--- config.mk ---
export PLATFORM = sky130hd
export DESIGN_NAME = activity_stall_watchdog
export DESIGN_NICKNAME = d
export VERILOG_FILES = /design/src/rtl/asw_pkg.sv /design/src/rtl/activity_stall_watchdog.sv /design/src/rtl/asw_cfg.sv
export SDC_FILE = /design/constraint.sdc
export NUM_CORES = 1
export LEC_CHECK = 0
export ABC_AREA = 1
export BUFFER_PORTS_ARGS = -buffer_cell sky130_fd_sc_hd__buf_2
export CAP_MARGIN = 0
export CORE_MARGIN = 2
export CORE_UTILIZATION = 65
export DETAILED_ROUTE_END_ITERATION = 10
export PLACE_DENSITY = 0.92
export SYNTH_ARGS = -nofsm -noshare
export SYNTH_HDL_FRONTEND = slang
export SYNTH_SLANG_ARGS = --single-unit
--- constraint.sdc ---
create_clock -name clk_i -period 7.6 [get_ports clk_i]
set_input_delay 1.52 -clock clk_i [delete_from_list [all_inputs] [get_ports clk_i]]
set_output_delay 1.52 -clock clk_i [all_outputs]
set_load 0.02 [all_outputs]
--- src/rtl/asw_pkg.sv ---
// ----------------------------------------------------------------------------
// asw_pkg: shared types and constants of the activity stall watchdog
// Event codes, configuration register indexes, clamp limits and the
// configuration bundle passed from the register file to the datapath.
// ----------------------------------------------------------------------------
package asw_pkg;

  // Time base width of all timestamps and elapsed-time arithmetic
  localparam int unsigned TIME_W = 32;

  // Field widths
  localparam int unsigned KIND_W   = 2;
  localparam int unsigned LEVEL_W  = 14;
  localparam int unsigned THR_W    = 13;
  localparam int unsigned INTV_W   = 12;
  localparam int unsigned COUNT_W  = 8;
  localparam int unsigned MIN_W    = 8;
  localparam int unsigned COOL_W   = 20;
  localparam int unsigned CFG_W    = 20;
  localparam int unsigned CFG_IDX_W = 3;

  // Derived millisecond widths: 3600 s * 1000 and 255 min * 60000 fit here
  localparam int unsigned INTV_MS_W  = 22;
  localparam int unsigned STALL_MS_W = 24;

  // Event codes
  localparam logic [KIND_W-1:0] KIND_POLL    = 2'd0;
  localparam logic [KIND_W-1:0] KIND_ENABLE  = 2'd1;
  localparam logic [KIND_W-1:0] KIND_DISABLE = 2'd2;

  // Configuration register indexes
  localparam logic [CFG_IDX_W-1:0] REG_INTERVAL  = 3'd0;
  localparam logic [CFG_IDX_W-1:0] REG_THRESHOLD = 3'd1;
  localparam logic [CFG_IDX_W-1:0] REG_MODE      = 3'd2;
  localparam logic [CFG_IDX_W-1:0] REG_FORCE_N   = 3'd3;
  localparam logic [CFG_IDX_W-1:0] REG_STALL_MIN = 3'd4;
  localparam logic [CFG_IDX_W-1:0] REG_COOLDOWN  = 3'd5;

  // Clamp limits
  localparam logic [INTV_W-1:0] INTV_MIN = 12'd10;
  localparam logic [INTV_W-1:0] INTV_MAX = 12'd3600;
  localparam logic [THR_W-1:0]  THR_MIN  = 13'd100;
  localparam logic [THR_W-1:0]  THR_MAX  = 13'd5000;

  // Unit conversions
  localparam logic [INTV_MS_W-1:0]  MS_PER_SEC = 22'd1000;
  localparam logic [STALL_MS_W-1:0] MS_PER_MIN = 24'd60000;

  // Reset values
  localparam logic [INTV_MS_W-1:0]  RST_INTV_MS  = 22'd60000;
  localparam logic [THR_W-1:0]      RST_THR      = 13'd500;
  localparam logic                  RST_MODE     = 1'b1;
  localparam logic [COUNT_W-1:0]    RST_FORCE_N  = 8'd0;
  localparam logic [STALL_MS_W-1:0] RST_STALL_MS = 24'd600000;
  localparam logic [COOL_W-1:0]     RST_COOL     = 20'd30000;

  // Configuration bundle, times already in milliseconds
  typedef struct packed {
    logic [INTV_MS_W-1:0]  interval_ms;
    logic [THR_W-1:0]      threshold;
    logic                  motion_only;
    logic [COUNT_W-1:0]    force_n;
    logic [STALL_MS_W-1:0] stall_ms;
    logic [COOL_W-1:0]     cooldown_ms;
  } cfg_t;

endpackage

--- src/rtl/activity_stall_watchdog.sv ---
// ----------------------------------------------------------------------------
// activity_stall_watchdog: motion check, stall alert and photo scheduling
// Evaluates poll, enable and disable events against the watchdog state
// and reports check, motion, stall alert and photo decisions per event.
// ----------------------------------------------------------------------------
//  channel   | signals                                        | role
//  ----------+------------------------------------------------+----------------
//  in        | in_valid_i/in_ready_o, kind, now_ms, level,    | event beat
//            | capture_ok                                     |
//  out       | out_valid_o/out_ready_i, check_done ... level  | result beat
//  cfg       | cfg_we_i, cfg_idx_i, cfg_wdata_i               | register write
//
//  One event per cycle sustained while the result side is not stalled;
//  the result beat becomes valid once its event beat has passed the input
//  register and then the result register, which loads when it can advance.
//  The single evaluation stage between the two registers sets the rate:
//  three time subtractions and compares against the state registers.
//  Reset clears the state and loads the register defaults; no clear pass.
//  A stalled result holds its register; the input register keeps
//  accepting as long as it is empty or the result register can advance.
// ----------------------------------------------------------------------------
module activity_stall_watchdog
  import asw_pkg::*;
(
  input  logic                 clk_i,
  input  logic                 rst_ni,
  // configuration
  input  logic                 cfg_we_i,
  input  logic [CFG_IDX_W-1:0] cfg_idx_i,
  input  logic [CFG_W-1:0]     cfg_wdata_i,
  // event channel
  input  logic                 in_valid_i,
  output logic                 in_ready_o,
  input  logic [KIND_W-1:0]    kind_i,
  input  logic [TIME_W-1:0]    now_ms_i,
  input  logic [LEVEL_W-1:0]   motion_level_i,
  input  logic                 capture_ok_i,
  // result channel
  output logic                 out_valid_o,
  input  logic                 out_ready_i,
  output logic                 check_done_o,
  output logic                 motion_seen_o,
  output logic                 stall_alert_o,
  output logic                 photo_sent_o,
  output logic                 photo_is_stall_o,
  output logic [LEVEL_W-1:0]   last_level_o
);

  cfg_t cfg;

  asw_cfg u_cfg (
    .clk_i       (clk_i),
    .rst_ni      (rst_ni),
    .cfg_we_i    (cfg_we_i),
    .cfg_idx_i   (cfg_idx_i),
    .cfg_wdata_i (cfg_wdata_i),
    .cfg_o       (cfg)
  );

  // Input register
  logic                in_vld_q;
  logic [KIND_W-1:0]   kind_q;
  logic [TIME_W-1:0]   now_q;
  logic [LEVEL_W-1:0]  lvl_q;
  logic                cap_q;

  // Watchdog state
  logic                enabled_d, enabled_q;
  logic [TIME_W-1:0]   last_check_d, last_check_q;
  logic [TIME_W-1:0]   last_motion_d, last_motion_q;
  logic [TIME_W-1:0]   last_photo_d, last_photo_q;
  logic [COUNT_W-1:0]  quiet_d, quiet_q;
  logic                stall_rep_d, stall_rep_q;
  logic [LEVEL_W-1:0]  level_d, level_q;

  // Result register
  logic                out_vld_q;
  logic                chk_d, chk_q;
  logic                mot_d, mot_q;
  logic                alert_d, alert_q;
  logic                sent_d, sent_q;
  logic                is_stall_d, is_stall_q;

  logic                adv;
  logic                in_acc;
  logic [TIME_W-1:0]   chk_elapsed, mot_elapsed, pho_elapsed;
  logic                due, motion, stall_hit, photo_ok, force_hit;
  logic [COUNT_W-1:0]  quiet_inc;

  // Handshake: result register advances when empty or taken
  assign adv        = !out_vld_q || out_ready_i;
  assign in_ready_o = !in_vld_q || adv;
  assign in_acc     = in_valid_i && in_ready_o;

  // Elapsed times wrap modulo the time base
  assign chk_elapsed = now_q - last_check_q;
  assign mot_elapsed = now_q - last_motion_q;
  assign pho_elapsed = now_q - last_photo_q;

  assign due       = chk_elapsed >= TIME_W'(cfg.interval_ms);
  assign motion    = lvl_q >= LEVEL_W'(cfg.threshold);
  // a motion hit restarts the stall timer, so it never alerts on that check
  assign stall_hit = !motion && !stall_rep_q && (mot_elapsed > TIME_W'(cfg.stall_ms));
  assign photo_ok  = (pho_elapsed >= TIME_W'(cfg.cooldown_ms)) && cap_q;
  assign quiet_inc = quiet_q + COUNT_W'(1);
  assign force_hit = (cfg.force_n != '0) && (quiet_inc >= cfg.force_n);

  // Evaluate the held event against the state
  always_comb begin
    enabled_d     = enabled_q;
    last_check_d  = last_check_q;
    last_motion_d = last_motion_q;
    last_photo_d  = last_photo_q;
    quiet_d       = quiet_q;
    stall_rep_d   = stall_rep_q;
    level_d       = level_q;
    chk_d         = 1'b0;
    mot_d         = 1'b0;
    alert_d       = 1'b0;
    sent_d        = 1'b0;
    is_stall_d    = 1'b0;
    if (in_vld_q && adv) begin
      unique case (kind_q)
        KIND_ENABLE: begin
          enabled_d     = 1'b1;
          stall_rep_d   = 1'b0;
          last_check_d  = '0;
          quiet_d       = '0;
          last_motion_d = now_q;
        end
        KIND_DISABLE: begin
          enabled_d    = 1'b0;
          stall_rep_d  = 1'b0;
          last_check_d = '0;
          quiet_d      = '0;
        end
        KIND_POLL: begin
          if (enabled_q && due) begin
            chk_d        = 1'b1;
            mot_d        = motion;
            last_check_d = now_q;
            level_d      = lvl_q;
            if (motion) begin
              last_motion_d = now_q;
              stall_rep_d   = 1'b0;
            end
            if (stall_hit) begin
              // one-shot alert with a stall photo attempt
              stall_rep_d = 1'b1;
              alert_d     = 1'b1;
              sent_d      = photo_ok;
              is_stall_d  = photo_ok;
            end else if (cfg.motion_only && !motion) begin
              // quiet check: count toward a forced photo
              quiet_d = force_hit ? '0 : quiet_inc;
              sent_d  = force_hit && photo_ok;
            end else begin
              sent_d = photo_ok;
            end
            if (sent_d) begin
              last_photo_d = now_q;
            end
          end
        end
        default: begin
          // unknown event: no state change
          enabled_d = enabled_q;
        end
      endcase
    end
  end

  // Control registers
  always_ff @(posedge clk_i or negedge rst_ni) begin
    if (!rst_ni) begin
      in_vld_q      <= 1'b0;
      out_vld_q     <= 1'b0;
      enabled_q     <= 1'b0;
      last_check_q  <= '0;
      last_motion_q <= '0;
      last_photo_q  <= '0;
      quiet_q       <= '0;
      stall_rep_q   <= 1'b0;
      level_q       <= '0;
    end else begin
      if (in_acc) begin
        in_vld_q <= 1'b1;
      end else if (adv) begin
        in_vld_q <= 1'b0;
      end
      if (adv) begin
        out_vld_q <= in_vld_q;
      end
      enabled_q     <= enabled_d;
      last_check_q  <= last_check_d;
      last_motion_q <= last_motion_d;
      last_photo_q  <= last_photo_d;
      quiet_q       <= quiet_d;
      stall_rep_q   <= stall_rep_d;
      level_q       <= level_d;
    end
  end

  // Capture the event beat
  always_ff @(posedge clk_i) begin
    if (in_acc) begin
      kind_q <= kind_i;
      now_q  <= now_ms_i;
      lvl_q  <= motion_level_i;
      cap_q  <= capture_ok_i;
    end
  end

  // Load the result beat
  always_ff @(posedge clk_i) begin
    if (adv) begin
      chk_q      <= chk_d;
      mot_q      <= mot_d;
      alert_q    <= alert_d;
      sent_q     <= sent_d;
      is_stall_q <= is_stall_d;
    end
  end

  assign out_valid_o      = out_vld_q;
  assign check_done_o     = chk_q;
  assign motion_seen_o    = mot_q;
  assign stall_alert_o    = alert_q;
  assign photo_sent_o     = sent_q;
  assign photo_is_stall_o = is_stall_q;
  assign last_level_o     = level_q;

endmodule

--- src/rtl/asw_cfg.sv ---
// ----------------------------------------------------------------------------
// asw_cfg: configuration registers of the activity stall watchdog
// Clamps the written interval and threshold and keeps the interval and
// stall time in milliseconds, so the datapath only subtracts and compares.
// ----------------------------------------------------------------------------
module asw_cfg
  import asw_pkg::*;
(
  input  logic                 clk_i,
  input  logic                 rst_ni,
  input  logic                 cfg_we_i,
  input  logic [CFG_IDX_W-1:0] cfg_idx_i,
  input  logic [CFG_W-1:0]     cfg_wdata_i,
  output cfg_t                 cfg_o
);

  cfg_t              cfg_d, cfg_q;
  logic [INTV_W-1:0] intv_raw, intv_clamp;
  logic [THR_W-1:0]  thr_raw, thr_clamp;

  // Clamp interval and threshold to their legal ranges
  always_comb begin
    intv_raw = cfg_wdata_i[INTV_W-1:0];
    thr_raw  = cfg_wdata_i[THR_W-1:0];
    if (intv_raw < INTV_MIN) begin
      intv_clamp = INTV_MIN;
    end else if (intv_raw > INTV_MAX) begin
      intv_clamp = INTV_MAX;
    end else begin
      intv_clamp = intv_raw;
    end
    if (thr_raw < THR_MIN) begin
      thr_clamp = THR_MIN;
    end else if (thr_raw > THR_MAX) begin
      thr_clamp = THR_MAX;
    end else begin
      thr_clamp = thr_raw;
    end
  end

  // Decode the write
  always_comb begin
    cfg_d = cfg_q;
    if (cfg_we_i) begin
      unique case (cfg_idx_i)
        REG_INTERVAL:  cfg_d.interval_ms = INTV_MS_W'(intv_clamp) * MS_PER_SEC;
        REG_THRESHOLD: cfg_d.threshold   = thr_clamp;
        REG_MODE:      cfg_d.motion_only = cfg_wdata_i[0];
        REG_FORCE_N:   cfg_d.force_n     = cfg_wdata_i[COUNT_W-1:0];
        REG_STALL_MIN: cfg_d.stall_ms    =
                         STALL_MS_W'(cfg_wdata_i[MIN_W-1:0]) * MS_PER_MIN;
        REG_COOLDOWN:  cfg_d.cooldown_ms = cfg_wdata_i[COOL_W-1:0];
        default:       cfg_d = cfg_q;
      endcase
    end
  end

  always_ff @(posedge clk_i or negedge rst_ni) begin
    if (!rst_ni) begin
      cfg_q.interval_ms <= RST_INTV_MS;
      cfg_q.threshold   <= RST_THR;
      cfg_q.motion_only <= RST_MODE;
      cfg_q.force_n     <= RST_FORCE_N;
      cfg_q.stall_ms    <= RST_STALL_MS;
      cfg_q.cooldown_ms <= RST_COOL;
    end else begin
      cfg_q <= cfg_d;
    end
  end

  assign cfg_o = cfg_q;

endmodule

## Word-level counts from Yosys, hierarchy flattened

Index checks and enable logic that the tools add are counted.

- $add $sub $neg: 4
- Multiply operators: 2
- Divide/modulo/power cells: 0
- Magnitude comparators: 9
- Eq/ne operators: 12
- Shifts and indexed selects: 0
- Mux-type cells: 28
- Bitwise operators: 0
- Reduce and logical (&&, ||, !) cells: 38

Operator list:

| cell | number |
|---|---|
| $pmux W32 S2 | 2 |
| $mux W32 | 3 |
| $sub A32 B32 Y32 | 3 |
| $ge A32 B20 Y1 | 1 |
| $ge A32 B22 Y1 | 1 |
| $gt A32 B24 Y1 | 1 |
| $mux W8 | 4 |
| $mux W13 | 2 |
| $mux W12 | 2 |
| $mul A12 B7 Y19 const B | 1 |
| $mul A8 B11 Y19 const B | 1 |
| $pmux W8 S2 | 1 |
| $reduce_and A2 Y1 | 8 |
| $reduce_and A4 Y1 | 4 |
| $ge A14 B13 Y1 | 1 |
| $gt A13 B13 Y1 const B | 1 |
| $lt A13 B7 Y1 const B | 1 |
| $gt A12 B12 Y1 const B | 1 |
| $lt A12 B4 Y1 const B | 1 |
| $mux W1 | 12 |
| $logic_and A1 B1 Y1 | 9 |
| $add A8 B1 Y8 const B | 1 |
| $ge A8 B8 Y1 | 1 |
| $ne A2 B2 Y1 const B | 4 |
| other kinds (16) | 27 |

- Bits in registers: 256
- Latch bits: 0
- RAM bits: 0
- Memory bits (read-only): 0
- Output and inout bits: 21
- Logic and storage cells: 117
- Memories kept: 0

## Depth between registers and ports, before layout

Gate-level depths: netlist (run 1).

- Word-level depth: 10
- Mapped depth: 30
- Gate-level depth less buffers: 30

## Modules after synthesis

A second synthesis (run 1) with hierarchy kept.

- Cell total of the unflattened synthesis: 3,263
- Area total of the unflattened synthesis: 23,323.6 um^2

By module, submodules not included:

| module | times used | cells an instance | area each (um^2) | sequential area each (um^2) |
|---|---|---|---|---|
| activity_stall_watchdog | 1 | 2,317 | 15,707.6 | 4,674.5 |
| asw_cfg | 1 | 946 | 7,616.1 | 2,038.2 |

## Worst setup path after synthesis (run 1)

Ideal clock, no wire load.

- Kind: input to register
- Start point: input cfg_wdata_i[4]
- End point: register u_cfg.cfg_q (netlist bit u_cfg.cfg_o[84])
- Arrival time: 6.564 ns
- Data required time: 7.466 ns
- Setup slack: 0.902 ns
- Stages on the path: 26
- Cell sequence: inv_1 > ha_1 > inv_1 > a21oi_1 > nand3_1 > a31oi_1 > nor3_1 > fa_1 > fa_1 > inv_1 > fa_1 > fa_1 > inv_1 > ha_1 > nand3_1 > nand2_1 > nand2_1 > nand2_1 > a21oi_1 > nor2_1 > nor2_1 > o21ai_0 > a31oi_1 > o21ai_0 > xor2_1 > o21ai_0

- Cells in the longest elaborated chain, start to end: 4
- Elaborated cells between the ends (all ways): 5
- Those cells by class: mul: 1; order compare: 2; mux: 2

Ends and longest elaborated chain:

| element | line | text |
|---|---|---|
| from (decl) | activity_stall_watchdog.sv:30 | `input logic [CFG_W-1:0] cfg_wdata_i,` |
| $gt A12 B12 Y1 | asw_cfg.sv:27 | `end else if (intv_raw > INTV_MAX) begin` |
| $mux W12 | asw_cfg.sv:27 |  |
| $mux W12 * | asw_cfg.sv:25 | `if (intv_raw < INTV_MIN) begin` |
| $mul A12 B7 Y19 * | asw_cfg.sv:46 | `REG_INTERVAL: cfg_d.interval_ms = INTV_MS_W'(intv_clamp) * MS_PER_SEC;` |
| to (signal assigned) | asw_cfg.sv:67 | `cfg_q <= cfg_d;` |
| to (decl) | asw_cfg.sv:17 | `cfg_t cfg_d, cfg_q;` |

Every way passes the cells marked *; elsewhere a longest branch is shown, timed or not.
A chain may end at the register's enable or synchronous reset.

## Worst setup path in the final report (run 1)

- Start point: input cfg_wdata_i[5]
- End point: register u_cfg.cfg_q (netlist bit u_cfg.cfg_o[87])

- Cells in the longest elaborated chain, start to end: 4
- Elaborated cells between the ends (all ways): 5
- Those cells by class: mul: 1; order compare: 2; mux: 2

Ends and longest elaborated chain:

| element | line | text |
|---|---|---|
| $gt A12 B12 Y1 | asw_cfg.sv:27 |  |
| $mux W12 | asw_cfg.sv:27 |  |
| $mux W12 * | asw_cfg.sv:25 |  |
| via u_cfg.intv_clamp[1] | asw_cfg.sv:18 | `logic [INTV_W-1:0] intv_raw, intv_clamp;` |
| $mul A12 B7 Y19 * | asw_cfg.sv:46 |  |

The timed path passes the listed nets; every way through them passes the cells marked *.

==> results.cfg, run 1 <==
[outcome]
status = completed

[synth]
synth_top_family_by_area = simple AND/OR/NAND/NOR gates
synth-edff-count = 54
synth_compound_area_frac = 0.107
ys_seq_elements = 256
postSynthCellCount = 2967
yosysWarnings = 0
yosys.area_share.simple = 0.231
ys_types = 53
ys_top_cells_by_count = nand2_1 (812), inv_1 (542), ha_1 (283)
synth.area.top_cells = dfrtp_1 (20%), ha_1 (16%), nand2_1 (14%)
synth_xor_xnor_area_share = 0.0360
synth.net_count = 3390
syn_area_mm2 = 0.0221
ys_async_sr_fraction = 0.789
yosysMostFrequentCell = nand2_1
synthFlopType = dfrtp_1
synth_top_area_frac = 0.196
synthAdderAreaFrac = 0.217
syn_avg_cell_area_um2 = 7.46
ys_seq_area_frac = 0.303
synth_top_area_cell = dfrtp_1
synthMuxAreaShare = 0

[grt]
grt_max_degree = 75
grt_overflow = 0
antenna_found_initial = 1
grt_pass1_vias = 20000
grt.total_usage = 0.353
grt_use_met2 = 0.605
grt_use_met3 = 0.0441
grt_pass1_wl_mm = 101
use_met1 = 0.455
busiest_layer = met2

[critical_path]
critPathBufInv = 7
crit_path_start_kind = input pin
cp_top_family = adder cells
cp-startpoint = cfg_wdata_i[5]
crit_slowest_cell = fa_1
cp_max_fo = 7
crit_top_cell = inv_1
setup.worst_path.end_class = flop
r2r_start = now_q[10]
crit_type = in2reg
arrival_ns = 7.55
crit_required_ns = 8.04
slowest_delay_ns = 0.54

[cells_and_area]
utilization = 0.717
area_growth_pct = 8.61
drive_gt1_frac = 0.0772
final_net_count = 3496
n_antenna_cell = 0
finalNonFillerCells = 3544
nFillCells = 2601
stdcell_area_mm2 = 0.0241

[timing]
setup_tns_ns = 0
whs_ns = 0.474
timing.final.ws_setup_ns = 0.495
fmax_mhz = 141
maxSlewViolCount = 0
finalHoldViolCount = 0
worstMarginPinSlew_ns = 1.08
fin_crit_ns = 7.10
fin_skew_ns = 0.0382
rsz0062_at_grt = false
fin_crit_sh = 0.935
slew_headroom = 0.276
setup_viol_count_final = 0

[routing]
wl_per_cell_um = 17.4
wl_mm = 61.7
first_iter_violations = 1563
drtAntennaViolNets = 0
firstDrtPassIters = 5
vias = 20200
avgViaCountPerCell = 5.69
drc_errors = 0

[die]
fp.coreArea_mm2 = 0.0335
num_rows = 67
ioPinCount = 98
dieArea_mm2 = 0.0356
dieHeight_um = 189
die_w_um = 189
initial_utilization = 0.660

[clock_tree]
cts.sinks = 256
tritoncts = done
clkTransAtPathRegs_ns = 0.06
cts.path.max_buffers = 3
cts_resized = 0
clock_latency_ns = 0.59
root_buffer = clkbuf_16
h-tree-depth = 1
cts_made_buffers = 29
ctsHoldBuffers = 0
post_cts_buffers = 0

[min_path]
hold_path_class = reg2reg
worstHoldStart = last_photo_q[17]

[place]
gp_congestion = 0.977
placed_cell_area_mm2 = 0.0231
place_inst = 3490
port_buffers = 97
hpwl_mm = 48.7
pre_cts_slack_ns = 0.117

[pwr]
vdd_drop_max_v = 0.000213
pwr_density_cell_mw_per_mm2 = 350
finalPower_mw = 8.42
p_leak_nw = 12.7

[flow_run]
cap_violations = 0
## kinds of logic after synthesis
group                    after synthesis
AND/OR/NAND/NOR                     1245
buffers and inverters                597
XOR/XNOR                              91
adder cells (fa/ha/maj)              346
AO/OA/AOI/OAI                        432
flip-flops                           256
## path summary, 6_finish.rpt
| kind | endpoint | slack [ns] | depth (start not counted) |
|---|---|---|---|
| worst max-delay path | u_cfg.cfg_o[87] | 0.50 | 28 |
| worst min-delay path | last_photo_q[17] | 0.47 | 2 |
| worst max register to register | last_photo_q[9] | 1.90 | 21 |
| worst min register to register | last_photo_q[17] | 0.47 | 2 |
| max in group asynchronous | last_check_q[29] | 5.25 | 2 |
| min in group asynchronous | quiet_q[6] | 0.89 | 1 |
## cells in the final DEF, fill, tap and decap left out, drive strengths merged, types with 8 or more instances in the layout
master | synthesis | routed
o21a | 10 | 10
nor3 | 37 | 37
clkbuf | 20 | 44
nand2 | 818 | 818
a21oi | 176 | 176
inv | 548 | 549
xor2 | 66 | 66
dfrtp | 173 | 173
fa | 63 | 63
a21o | 8 | 8
nand4 | 30 | 30
edfxtp | 54 | 54
nand3 | 137 | 137
nor2 | 202 | 202
xnor2 | 25 | 25
nor4 | 10 | 10
a31oi | 8 | 8
ha | 283 | 283
o21ai | 202 | 202
clkinv | 3 | 10
dfstp | 29 | 29
buf | 26 | 120
## power breakdown
| part | total (mW) | switching, mW | leakage [nW] | internal, mW |
|---|---|---|---|---|
| registers | 2.05 | 0.239 | 3.04 | 1.81 |
| clock network | 1.43 | 0.595 | 0.461 | 0.830 |
| logic | 4.95 | 3.13 | 9.21 | 1.82 |
| total | 8.42 | 3.96 | 12.7 | 4.46 |
## registers in the layout, summed over array words and instances, names as in the netlist, 2 cells and up
name / cells
last_check_q: 32
lvl_q: 14
quiet_q: 8
last_level_o: 14
last_photo_q: 32
last_motion_q: 32
kind_q: 2
u_cfg.cfg_o: 80
now_q: 32
## final cells by class
| type | instances | area, µm² | share of cell area |
|---|---|---|---|
| clock inverters | 11 | 146 | 0.00609 |
| clock buffers | 43 | 798 | 0.0332 |
| flip-flops and latches | 256 | 6710 | 0.279 |
| inverters | 551 | 2070 | 0.0860 |
| well taps | 448 | 561 | 0.0233 |
| multi-input cells | 2114 | 13100 | 0.544 |
| repair buffers | 121 | 674 | 0.0280 |
## routing by layer
layer	vias up	wire length, µm
li1	9675	-
met1	9517	25200
met2	822	29500
met3	166	4470
met4	0	2620
met5	-	0
## worst register-to-register path: cells and delay by family (launching register included)
family          cells  cell delay, ns
simple gates       12            2.25
compound gates      5            1.79
fa+ha+maj           2            0.77
flops               1            0.62
xor+xnor            1            0.11
buf+inv             1            0.05
Note: power is estimated with default switching activity, not from simulation.
==> run 2, diff against run 1 <==
CORE_UTILIZATION = 60   (was 65)
PLACE_DENSITY = 0.86   (was 0.92)
==> results.cfg, run 2 (synthesized netlist as in run 1, its figures left out) <==
[grt]
grt_use_met2 = 0.556
grt_pass1_vias = 19800
grt.total_usage = 0.329
grt_use_met3 = 0.0378
grt_overflow = 0
grt_pass1_wl_mm = 101
busiest_layer = met2
antenna_found_initial = 0
grt_max_degree = 130
use_met1 = 0.428

[critical_path]
cp_max_fo = 8
r2r_slack_ns = 1.93
cp_top_family = adder cells
r2r_start = now_q[0]
crit_top_cell = inv_1
arrival_ns = 7.63
setup.worst_path.end_class = flop
crit_type = in2reg
reg2regPathDepth = 25
slowest_delay_ns = 0.53
critPathBufInv = 7
crit_slowest_cell = fa_1
crit_required_ns = 8.03
crit_path_start_kind = input pin
reg2reg_to = last_photo_q[2]

[clock_tree]
cts.path.max_buffers = 3
cts_made_buffers = 29
clock_latency_ns = 0.59
tritoncts = done
root_buffer = clkbuf_16
h-tree-depth = 1
clkTransAtPathRegs_ns = 0.06
cts.sinks = 256
ctsHoldBuffers = 0
cts_resized = 0
post_cts_buffers = 0

[timing]
fmax_mhz = 139
fin_crit_sh = 0.948
setup_viol_count_final = 0
maxSlewViolCount = 0
whs_ns = 0.473
setup_tns_ns = 0
finalHoldViolCount = 0
worstMarginPinSlew_ns = 1.30
fin_crit_ns = 7.20
fin_skew_ns = 0.0366
rsz0062_at_grt = false
slew_headroom = 0.135

[die]
num_rows = 70
initial_utilization = 0.608
dieHeight_um = 196
ioPinCount = 98
fp.coreArea_mm2 = 0.0364
dieArea_mm2 = 0.0385
die_w_um = 196

[pwr]
vdd_drop_max_v = 0.000228
p_leak_nw = 12.7
finalPower_mw = 8.57
pwr_density_cell_mw_per_mm2 = 355

[cells_and_area]
n_antenna_cell = 0
area_growth_pct = 8.93
final_common_cell = nand2_1
stdcell_area_mm2 = 0.0241
most-common-layout-cells = nand2_1 (812), inv_1 (541), ha_1 (283)
drive_gt1_frac = 0.0777
regArea_mm2 = 0.00671
multiInputGateArea_mm2 = 0.0131
final_net_count = 3488
nFillCells = 3112
utilization = 0.662
largest_reg_flops = 80

[routing]
first_iter_violations = 1587
drc_errors = 0
drtAntennaViolNets = 0
wl_per_cell_um = 17.5
firstDrtPassIters = 8
vias = 20000
wl_mm = 62.3
avgViaCountPerCell = 5.62

[outcome]
status = completed

[flow_run]
cap_violations = 0

[place]
gp_congestion = 0.967
placed_cell_area_mm2 = 0.0231
hpwl_mm = 49.2
port_buffers = 97

[min_path]
worst_hold_path.endpoint = last_level_o[4]
hold_path_class = reg2reg
worstHoldStart = last_level_o[4]
holdPathStages = 2
run 2: cell types whose count changed in the layout (fill, tap and decap cells not counted), sizes merged:
cell	before	now
clkbuf	44	39
clkinvlp	0	3
buf	120	112
inv	549	551
bufinv	3	5
clkinv	10	8
run 2: power by group:
part / switching (mW) / internal, mW
clock network: 0.612 / 0.924
registers: 0.242 / 1.81
logic: 3.17 / 1.82
run 2: routing by layer:
| layer | vias to the layer above | wire (µm) | share of wire |
|---|---|---|---|
| met3 | 190 | 3750 | 0.060 |
| met5 | - | 0 | 0 |
| met2 | 710 | 29000 | 0.47 |
| met1 | 9440 | 26500 | 0.43 |
| met4 | 0 | 3010 | 0.048 |
| li1 | 9654 | - | - |
run 2: how the worst max path moves through the flow:
| stage | end | depth (start not counted) | slack, ns | from |
|---|---|---|---|---|
| 6_report | u_cfg.cfg_o[84] | 29 | 0.40 | cfg_wdata_i[5] |
| 5_1_grt | u_cfg.cfg_o[84] | 29 | 0.05 | cfg_wdata_i[5] |
| 4_1_cts | u_cfg.cfg_o[84] | 29 | 0.53 | cfg_wdata_i[5] |
| 3_5_place_dp | u_cfg.cfg_o[84] | 29 | 0.06 | cfg_wdata_i[5] |
| 3_3_place_gp | u_cfg.cfg_o[84] | 28 | 0.46 | cfg_wdata_i[3] |
| 2_1_floorplan | u_cfg.cfg_o[84] | 26 | 0.90 | cfg_wdata_i[4] |
run 2: area by class of cell:
cell class	count	area share
clock buffers	38	0.0336
multi-input cells	2114	0.543
inverters	551	0.0857
well taps	468	0.0243
flip-flops and latches	256	0.278
clock inverters	16	0.00944
repair buffers	113	0.0260
run 2: metrics by stage:
stage / setup WS, ns / std cells
after floorplan: 0.902 / 2967
final: 0.399 / 3556
after global routing: 0.0512 / 3556
after global placement: 0.456 / 3502
after detailed placement: 0.0637 / 3502
after CTS: 0.529 / 3556
run 2: worst register-to-register path: cells and delay by family (launching register included):
kind	cells	cell delay [ns]
buffers and inverters	2	0.27
XOR/XNOR	1	0.12
adder cells (fa/ha/maj)	3	0.96
flip-flops	1	0.48
AO/OA/AOI/OAI	1	0.94
AND/OR/NAND/NOR	18	2.76
